===== src/sv/assert_macros.svh =====
// Assertion macros for the grid interpolator top level
`ifndef ASSERT_MACROS_SVH
`define ASSERT_MACROS_SVH

// Same-cycle implication, ignored while reset is asserted
`define BGI_ASSERT_IMP(name, clk, rstn, ante, cons) \
  name: assert property (@(posedge clk) disable iff (!(rstn)) (ante) |-> (cons)) \
    else $error("grid interpolator check failed");

// Next-cycle implication, ignored while reset is asserted
`define BGI_ASSERT_NXT(name, clk, rstn, ante, cons) \
  name: assert property (@(posedge clk) disable iff (!(rstn)) (ante) |=> (cons)) \
    else $error("grid interpolator check failed");

`endif


===== src/sv/bgi_pkg.sv =====
// Types, constants and codes of the bilinear grid interpolator
package bgi_pkg;

  localparam int MAX_V_POINTS_DEF = 16;
  localparam int MAX_A_POINTS_DEF = 16;

  localparam int CNT_W     = 5;
  localparam int CFG_IDX_W = 1;
  localparam int AXIS_W    = 16;
  localparam int CELL_W    = 32;
  localparam int FRAC_W    = 17;

  localparam logic [FRAC_W-1:0] FRAC_ONE = 17'h10000;

  localparam logic [CFG_IDX_W-1:0] CFG_V_POINTS = 1'b0;
  localparam logic [CFG_IDX_W-1:0] CFG_A_POINTS = 1'b1;

  typedef enum logic [1:0] {
    KIND_LOOKUP   = 2'd0,
    KIND_WR_VAXIS = 2'd1,
    KIND_WR_AAXIS = 2'd2,
    KIND_WR_CELL  = 2'd3
  } kind_e;

  typedef struct packed {
    kind_e                    kind;
    logic [3:0]               row;
    logic [3:0]               col;
    logic signed [AXIS_W-1:0] axis_value;
    logic signed [CELL_W-1:0] cell_value;
    logic signed [AXIS_W-1:0] v_query;
    logic signed [AXIS_W-1:0] a_query;
  } req_t;

  typedef struct packed {
    logic signed [CELL_W-1:0] command;
    logic                     grid_empty;
  } res_t;

  typedef struct packed {
    logic              start;
    logic [AXIS_W-1:0] num;
    logic [AXIS_W-1:0] den;
  } div_req_t;

  typedef struct packed {
    logic              done;
    logic [FRAC_W-1:0] quot;
  } div_rsp_t;

endpackage


===== src/sv/bgi_div.sv =====
// Restoring divider giving floor(num * 65536 / den) for num <= den, one bit a cycle
module bgi_div (
  input  logic              clk_i,
  input  logic              rst_ni,
  input  bgi_pkg::div_req_t req_i,
  output bgi_pkg::div_rsp_t rsp_o
);
  import bgi_pkg::*;

  localparam int STEPS = FRAC_W;
  localparam int SCW   = $clog2(STEPS + 1);

  logic              busy_q;
  logic              first_q;
  logic              done_q;
  logic [SCW-1:0]    cnt_q;
  logic [AXIS_W-1:0] den_q;
  logic [FRAC_W-1:0] rem_q;
  logic [FRAC_W-1:0] quo_q;
  logic [FRAC_W-1:0] rem_sh;
  logic [FRAC_W-1:0] rem_d;
  logic              bit_d;

  // First step works on num itself, later ones on the doubled remainder
  always_comb begin
    rem_sh = first_q ? rem_q : {rem_q[FRAC_W-2:0], 1'b0};
    bit_d  = rem_sh >= {1'b0, den_q};
    rem_d  = bit_d ? rem_sh - {1'b0, den_q} : rem_sh;
  end

  always_ff @(posedge clk_i or negedge rst_ni) begin
    if (!rst_ni) begin
      busy_q  <= 1'b0;
      first_q <= 1'b0;
      done_q  <= 1'b0;
      cnt_q   <= '0;
    end else begin
      done_q <= 1'b0;
      if (req_i.start) begin
        busy_q  <= 1'b1;
        first_q <= 1'b1;
        cnt_q   <= SCW'(STEPS);
      end else if (busy_q) begin
        first_q <= 1'b0;
        cnt_q   <= cnt_q - 1'b1;
        if (cnt_q == SCW'(1)) begin
          busy_q <= 1'b0;
          done_q <= 1'b1;
        end
      end
    end
  end

  always_ff @(posedge clk_i) begin
    if (req_i.start) begin
      den_q <= req_i.den;
      rem_q <= {1'b0, req_i.num};
      quo_q <= '0;
    end else if (busy_q) begin
      rem_q <= rem_d;
      quo_q <= {quo_q[FRAC_W-2:0], bit_d};
    end
  end

  assign rsp_o.done = done_q;
  assign rsp_o.quot = quo_q;

endmodule


===== config.mk =====
export PLATFORM = sky130hd
export DESIGN_NAME = bgi_div
export DESIGN_NICKNAME = d
export VERILOG_FILES = /design/src/sv/assert_macros.svh /design/src/sv/bgi_pkg.sv /design/src/sv/bgi_div.sv
export SDC_FILE = /design/constraint.sdc
export NUM_CORES = 1
export LEC_CHECK = 0
export BUFFER_PORTS_ARGS = -buffer_cell sky130_fd_sc_hd__clkbuf_2
export CORE_MARGIN = 2
export CORE_UTILIZATION = 47
export CTS_BUF_LIST = sky130_fd_sc_hd__clkbuf_8
export DETAILED_ROUTE_END_ITERATION = 10
export GPL_ROUTABILITY_DRIVEN = 0
export GPL_TIMING_DRIVEN = 0
export HOLD_SLACK_MARGIN = 0.06
export MAX_ROUTING_LAYER = met4
export PLACE_DENSITY = 0.68
export SYNTH_ARGS = -nofsm -noshare
export SYNTH_HDL_FRONTEND = slang
export SYNTH_SLANG_ARGS = --single-unit

===== constraint.sdc =====
create_clock -name clk_i -period 5.09 [get_ports clk_i]
set_input_delay 0.2545 -clock clk_i [delete_from_list [all_inputs] [get_ports clk_i]]
set_output_delay 0.2545 -clock clk_i [all_outputs]
set_load 0.02 [all_outputs]

==> flow_metrics.env, run 1 <==
export IMPL_status="finished clean"
export IMPL_clock_root_buffer="clkbuf_8"
export IMPL_nNetsFinal=451
export IMPL_highest_layer="met4"
export IMPL_path_clk_slew_ps=70
export IMPL_grt_pass1_vias=2544
export IMPL_worst_slew_pin_slew_ps=860
export IMPL_hp_class="in2reg"
export IMPL_relSlewSlack_pct=42.5
export IMPL_yosysUniqueCellTypes=52
export IMPL_coreArea_um2=7140
export IMPL_layout_drive_gt1_share_pct=25.4
export IMPL_p_int_mw=1.53
export IMPL_die_h_um=89.1
export IMPL_synth_fp_nets=387
export IMPL_grt_overflow=0
export IMPL_track_usage_pct=20.6
export IMPL_tns_ps=0
export IMPL_numCtsBuffers=9
export IMPL_synthCells=333
export IMPL_num_antenna_cells=0
export IMPL_cts_resized=0
export IMPL_htreeDepth=3
export IMPL_fmax_mhz=249
export IMPL_synthFlopType="edfxtp_1"
export IMPL_port_buffers=52
export IMPL_synth_warning_count=0
export IMPL_syn_area_um2=3400
export IMPL_grt_antenna_before_repair=0
export IMPL_r2r_slack_ps=1080
export IMPL_insertion_delay_ps=350
export IMPL_final_hold_viol_count=0
export IMPL_p_seq_share_pct=28.3
export IMPL_numClockSinks=58
export IMPL_period_share_pct=78.8
export IMPL_powerDensity_nw_per_um2=606
export IMPL_place_hpwl_um=5310
export IMPL_synth_edff_count=32
export IMPL_met2WireLength_um=3540
export IMPL_swShare_pct=37.5
export IMPL_cp_data_required_time_ps=5190
export IMPL_drv_cap=0
export IMPL_p_switching_mw=0.919
export IMPL_ys_async_sr_fraction_pct=13.8
export IMPL_die_x_um=89.1
export IMPL_grt_pass1_wl_um=11900
export IMPL_layout_min_cycle_time_ps=4010
export IMPL_m1WireLength_um=3350
export IMPL_vdd_ir_drop_max_v=0.000306
export IMPL_drc=0
export IMPL_synth_seq_area_share_pct=44.7
export IMPL_path_class="reg2reg"
export IMPL_grt_max_degree=18
export IMPL_setup_viol=0
export IMPL_dr_wl_met3_um=244
export IMPL_wl_per_cell_um=14.4
export IMPL_vias=2571
export IMPL_synthToLayoutAreaGrowth_pct=18.8
export IMPL_cts_tree="yes"
export IMPL_cp_end_kind="register"
export IMPL_worstPathArrival_ps=4110
export IMPL_leakage_nw=1.91
export IMPL_slowest_delay_ps=530
export IMPL_first_pass_iters=4
export IMPL_pin_count=53
export IMPL_rows=31
export IMPL_rsz0062_at_grt="no"
export IMPL_antenna_left=0
export IMPL_drtIter0Drc=121
export IMPL_fin_skew_ps=7.66
export IMPL_drv_slew=0
export IMPL_post_drt_via_cell_ratio=5.13
export IMPL_holdWs_ps=75.5
export IMPL_clk_path_buf_depth=2
export IMPL_start_kind="register"
export IMPL_clock_power_share_pct=22.0
export IMPL_crit_fanout=10
export IMPL_path_cells="buf_2, buf_1, mux2_2, ha_1, nand2_1, or3_1, a31oi_2, o21ai_1, a31oi_1, buf_4, buf_6, nor2_1, a221o_1"
export IMPL_syn_area_per_cell_um2=10.2
export IMPL_routed_wl_um=7240
export IMPL_ys_seq_elements=58
export IMPL_die_area_um2=7940
export IMPL_power_frac_comb_pct=49.8
export IMPL_start_util_pct=47.7
export IMPL_critPathSlowestCell="buf_1"
[metrics by stage]
stage	power, mW	setup slack, ps	std cells	utilization, %	instance area (µm²)
2_1_floorplan	1.67	1680	333	-	3400
3_3_place_gp	1.89	1080	484	53.1	3790
3_5_place_dp	1.92	1060	484	53.1	3790
4_1_cts	2.46	1030	501	56.6	4040
5_1_grt	2.63	773	501	56.6	4040
6_report	2.45	1080	501	56.6	4040
[cells in the final DEF, fill, tap and decap left out, drive strengths merged, types with 2 or more instances in the layout]
cell type  instances
mux2              19
buf               11
a221o              5
nor4               2
nand2             28
xor2               5
or4b               2
bufinv             3
and2               3
a211oi             2
and3               3
o21a               2
mux2i             25
clkbuf            68
nand3              3
nor3               5
o21ai             12
a221oi             3
a21o               7
nor2b              4
dfxtp             18
ha                18
inv               27
a31oi              5
nor3b              2
xnor2             11
a21oi             14
dfrtp              8
nor2              40
edfxtp            32
[cells by family after synthesis]
kind of cell	count (synthesis)	share of synthesized area, %
simple gates	98	13.3
flops	58	44.7
compound gates	56	11.6
mux	44	13.6
buf+inv	42	5.41
fa+ha+maj	19	7.21
xor+xnor	16	4.12
[critical path, delay by kind of cell (launching register included)]
kind | cells | cell delay (ps)
flops | 1 | 320
compound gates | 4 | 840
mux | 1 | 420
fa+ha+maj | 1 | 350
buf+inv | 4 | 1240
simple gates | 3 | 580
[Yosys cell counts (5+ instances only)]
cell type / instances / area share, %
a21oi_1: 13 / 1.9
ha_1: 18 / 6.6
mux2_2: 19 / 6.3
xor2_1: 5 / 1.3
edfxtp_1: 32 / 28
clkbuf_1: 7 / 0.77
nand2_1: 28 / 3.1
dfxtp_1: 18 / 11
dfrtp_1: 8 / 5.9
inv_1: 24 / 2.6
nor2_1: 40 / 4.4
mux2i_1: 25 / 7.4
xnor2_1: 11 / 2.8
a221o_1: 5 / 1.5
o21ai_0: 10 / 1.5
a21o_1: 7 / 1.5
nor3_1: 5 / 0.74
[cell type report]
type | count | area, µm²
inverters | 24 | 90.1
clock buffers | 9 | 124
multi-input cells | 233 | 1700
fillers | 688 | 3090
plain buffers | 18 | 93.8
flip-flops and latches | 58 | 1520
clock inverters | 7 | 123
well taps | 99 | 124
repair buffers | 53 | 270
[path summary, 6_finish.rpt]
path | startpoint | endpoint | depth (start not counted)
min reg2reg | quo_q[16] | quo_q[16] | 2
min in group asynchronous | rst_ni | busy_q | 2
max in group asynchronous | rst_ni | first_q | 2
max | first_q | rem_q[11] | 13
max reg2reg | first_q | rem_q[11] | 13
min | req_i[3] | den_q[3] | 1
[routing by layer]
metal | GRT usage, % | up-vias
li1 | - | 1314
met1 | 26.4 | 1196
met2 | 31.4 | 48
met3 | 3.97 | 13
met4 | 9.50 | 0
met5 | - | -
[power groups by stage]
stage | clock (mW) | sequential [mW] | combinational (mW)
4_1_cts | 0.547 | 0.694 | 1.22
3_3_place_gp | 0 | 0.698 | 1.19
2_1_floorplan | 0 | 0.688 | 0.977
5_1_grt | 0.564 | 0.707 | 1.36
6_report | 0.538 | 0.693 | 1.22
3_5_place_dp | 0 | 0.702 | 1.21
[flip-flops by register name, indices dropped and copies added (netlist names)]
register  count
den_q        16
rem_q        17
done_q        1
cnt_q         5
busy_q        1
quo_q        17
first_q       1
[timing repair]
action	in CTS	in global routing
buffers inserted	0	0
hold buffers	1	0
endpoints found under the hold margin	8	0
Note: power is estimated with default switching activity, not from simulation.
==> run 2, diff against run 1 <==
Settings changed: ABC_AREA set to 1.
Clock period 5.09 ns to 3.78 ns, I/O delays scaled along.
==> run 2 against run 1 <==
  * Final cell count rose by 37%
  * Routed wire length rose by 22%
  * Via count rose by 33%
  * Critical path type unchanged
  * Largest power group unchanged
  * Highest routed layer unchanged
==> flow_metrics.env, run 2 <==
export IMPL_status="finished clean"
export IMPL_fin_skew_ps=10.1
export IMPL_cpLargestDelayFamily="simple AND/OR/NAND/NOR gates"
export IMPL_antenna_left=0
export IMPL_final_common_cell="nand2_1"
export IMPL_crit_fanout=10
export IMPL_synthFlopType="edfxtp_1"
export IMPL_layout_drive_gt1_share_pct=17.3
export IMPL_multi_input_area_um2=1760
export IMPL_cts_tree="yes"
export IMPL_insertion_delay_ps=350
export IMPL_tns_ps=0
export IMPL_die_area_um2=8620
export IMPL_yosysTopAreaCell="edfxtp_1"
export IMPL_crit_cells=17
export IMPL_final_hold_viol_count=0
export IMPL_leakage_nw=2.28
export IMPL_min_from="req_i[16]"
export IMPL_r2r_start="first_q"
export IMPL_setup_viol=0
export IMPL_numClockSinks=58
export IMPL_drtIter0Drc=182
export IMPL_register_area_um2=1520
export IMPL_synth_fp_nets=554
export IMPL_path_class="reg2reg"
export IMPL_synth_area_top_cells="edfxtp_1, nand2_1, dfxtp_1, inv_1, ha_1"
export IMPL_wl_per_cell_um=12.8
export IMPL_routed_wl_um=8800
export IMPL_synth_warning_count=0
export IMPL_port_buffers=52
export IMPL_path_cells="inv_2, clkbuf_1, or2_2, o21ai_0, inv_1, ha_1, nand2_1, inv_1, nand2_1, nand2_1, nand2_1, nand3_1, nand2_2, buf_2, nand4_1, nand3_1, nand2_1"
export IMPL_post_drt_via_cell_ratio=4.96
export IMPL_total_power_mw=2.91
export IMPL_ys_async_sr_fraction_pct=13.8
export IMPL_critPathMostFrequentCell="nand2_1"
export IMPL_nNetsFinal=634
export IMPL_post_synth_top_count_cell="nand2_1"
export IMPL_path_clk_slew_ps=70
export IMPL_clk_path_buf_depth=2
export IMPL_critPathSlowestCell="dfrtp_1"
export IMPL_fmax_mhz=306
export IMPL_relSlewSlack_pct=60.7
export IMPL_layout_min_cycle_time_ps=3260
export IMPL_place_hpwl_um=6760
export IMPL_top_regs="quo_q x17, rem_q x17, den_q x16"
export IMPL_cp_num_buf_inv=5
export IMPL_syn_area_per_cell_um2=7.42
export IMPL_start_util_pct=48.3
export IMPL_coreArea_um2=7690
export IMPL_drc=0
export IMPL_min_delay_path_depth=3
export IMPL_worst_r2r_cell_count=17
export IMPL_vdd_ir_drop_max_v=0.000403
export IMPL_grt_pass1_wl_um=14500
export IMPL_vias=3410
export IMPL_critPathLaunch="first_q"
export IMPL_nFillCells=754
export IMPL_first_pass_iters=4
export IMPL_synth_common_cells="nand2_1, inv_1, edfxtp_1"
export IMPL_num_antenna_cells=0
export IMPL_cp_data_required_time_ps=3870
export IMPL_powerDensity_nw_per_um2=648
export IMPL_synth_edff_count=32
export IMPL_ys_seq_elements=58
export IMPL_die_h_um=92.9
export IMPL_start_kind="register"
export IMPL_slowest_delay_ps=480
export IMPL_track_usage_pct=22.1
export IMPL_rsz0062_at_grt="no"
export IMPL_post_cts_setup_buffers=0
export IMPL_pin_count=53
export IMPL_syn_area_um2=3710
export IMPL_period_share_pct=86.3
export IMPL_worst_slew_pin_slew_ps=589
export IMPL_grt_max_degree=26
export IMPL_cp_end_kind="register"
export IMPL_worstPathArrival_ps=3360
export IMPL_synthToLayoutAreaGrowth_pct=21.1
export IMPL_htreeDepth=3
export IMPL_synthCells=500
export IMPL_grt_pass1_vias=3201
export IMPL_synth_seq_area_share_pct=41.0
export IMPL_hp_class="in2reg"
export IMPL_numCtsBuffers=9
export IMPL_rows=32
export IMPL_synth_top_area_share_pct=25.9
export IMPL_drv_slew=0
export IMPL_grt_antenna_before_repair=0
export IMPL_die_x_um=92.9
export IMPL_grt_overflow=0
export IMPL_yosysUniqueCellTypes=34
export IMPL_drv_cap=0
export IMPL_clock_root_buffer="clkbuf_8"
export IMPL_layout_common_cells="nand2_1, inv_1, clkbuf_2"
## run 2: cell types whose count changed in the layout (fill, tap and decap cells not counted), moves of 7 or more
cell           previous run  this run
nand2_1                  28       144
inv_1                    24        91
nand3_1                   3        29
mux2i_1                  25         0
nand4_1                   1        22
mux2_2                   19         0
dlygate4sd3_1             1        17
o22ai_1                   0        16
or2_2                     1        17
nor2_1                   40        26
o21ai_0                  10        22
a21o_1                    7         0
## run 2: final timing paths
path	endpoint	slack [ps]
max	rem_q[11]	520
min	rem_q[0]	110
max reg2reg	rem_q[11]	520
min reg2reg	quo_q[14]	480
max in group asynchronous	first_q	3370
min in group asynchronous	cnt_q[2]	220
## run 2: layout make-up
cell class	count	area share, %
flip-flops and latches	58	33.9
clock inverters	6	1.92
inverters	96	8.13
plain buffers	12	1.42
multi-input cells	334	39.2
repair buffers	69	9.58
well taps	102	2.84
clock buffers	10	3.06
## run 2: worst register-to-register path: stages (launching register included)
cell and delay, ps:
dfrtp_1 480, inv_2 120, clkbuf_1 230, or2_2 320, o21ai_0 130, inv_1 110, ha_1 360, nand2_1 130
inv_1 50, nand2_1 80, nand2_1 50, nand2_1 80, nand3_1 110, nand2_2 190, buf_2 260, nand4_1 130
nand3_1 130, nand2_1 70
## run 2: stage by stage
step | hold WS, ps | area [µm²] | instances | worst slack, ps | utilization, %
3_3_place_gp | 44.5 | 4100 | 654 | 605 | 53.3
3_5_place_dp | 49.0 | 4100 | 654 | 538 | 53.3
6_report | 106 | 4490 | 687 | 516 | 58.5
4_1_cts | 101 | 4490 | 687 | 535 | 58.4
5_1_grt | 127 | 4490 | 687 | 198 | 58.5
2_1_floorplan | -107 | 3710 | 500 | 1150 | -
## run 2: kinds of logic after synthesis
logic type,Yosys count,share of synthesized area [%]
and+or+nand+nor,256,31.6
xor gates and xnor gates,7,1.65
buffers and inverters,108,11.5
AOI/OAI and AO/OA,52,7.62
adders and majority gates,19,6.61
DFF,58,41.0
## run 2: timing repair
item	CTS	global route
hold buffers	17	0
resized for setup	0	0
hold endpoints to repair	24	0
## run 2: power breakdown
group,switching [mW],internal [mW]
Sequential,0.0608,0.813
Clock,0.268,0.391
Combinational,0.864,0.514
## run 2: per-layer routing
layer  track usage [%]  up-vias  part of all wire, %
li1                  -     1776                    -
met1              28.6     1544                   47
met2              35.3       77                   46
met3              3.74       13                  4.3
met4              7.60        0                  2.1
met5                 -        -                    0
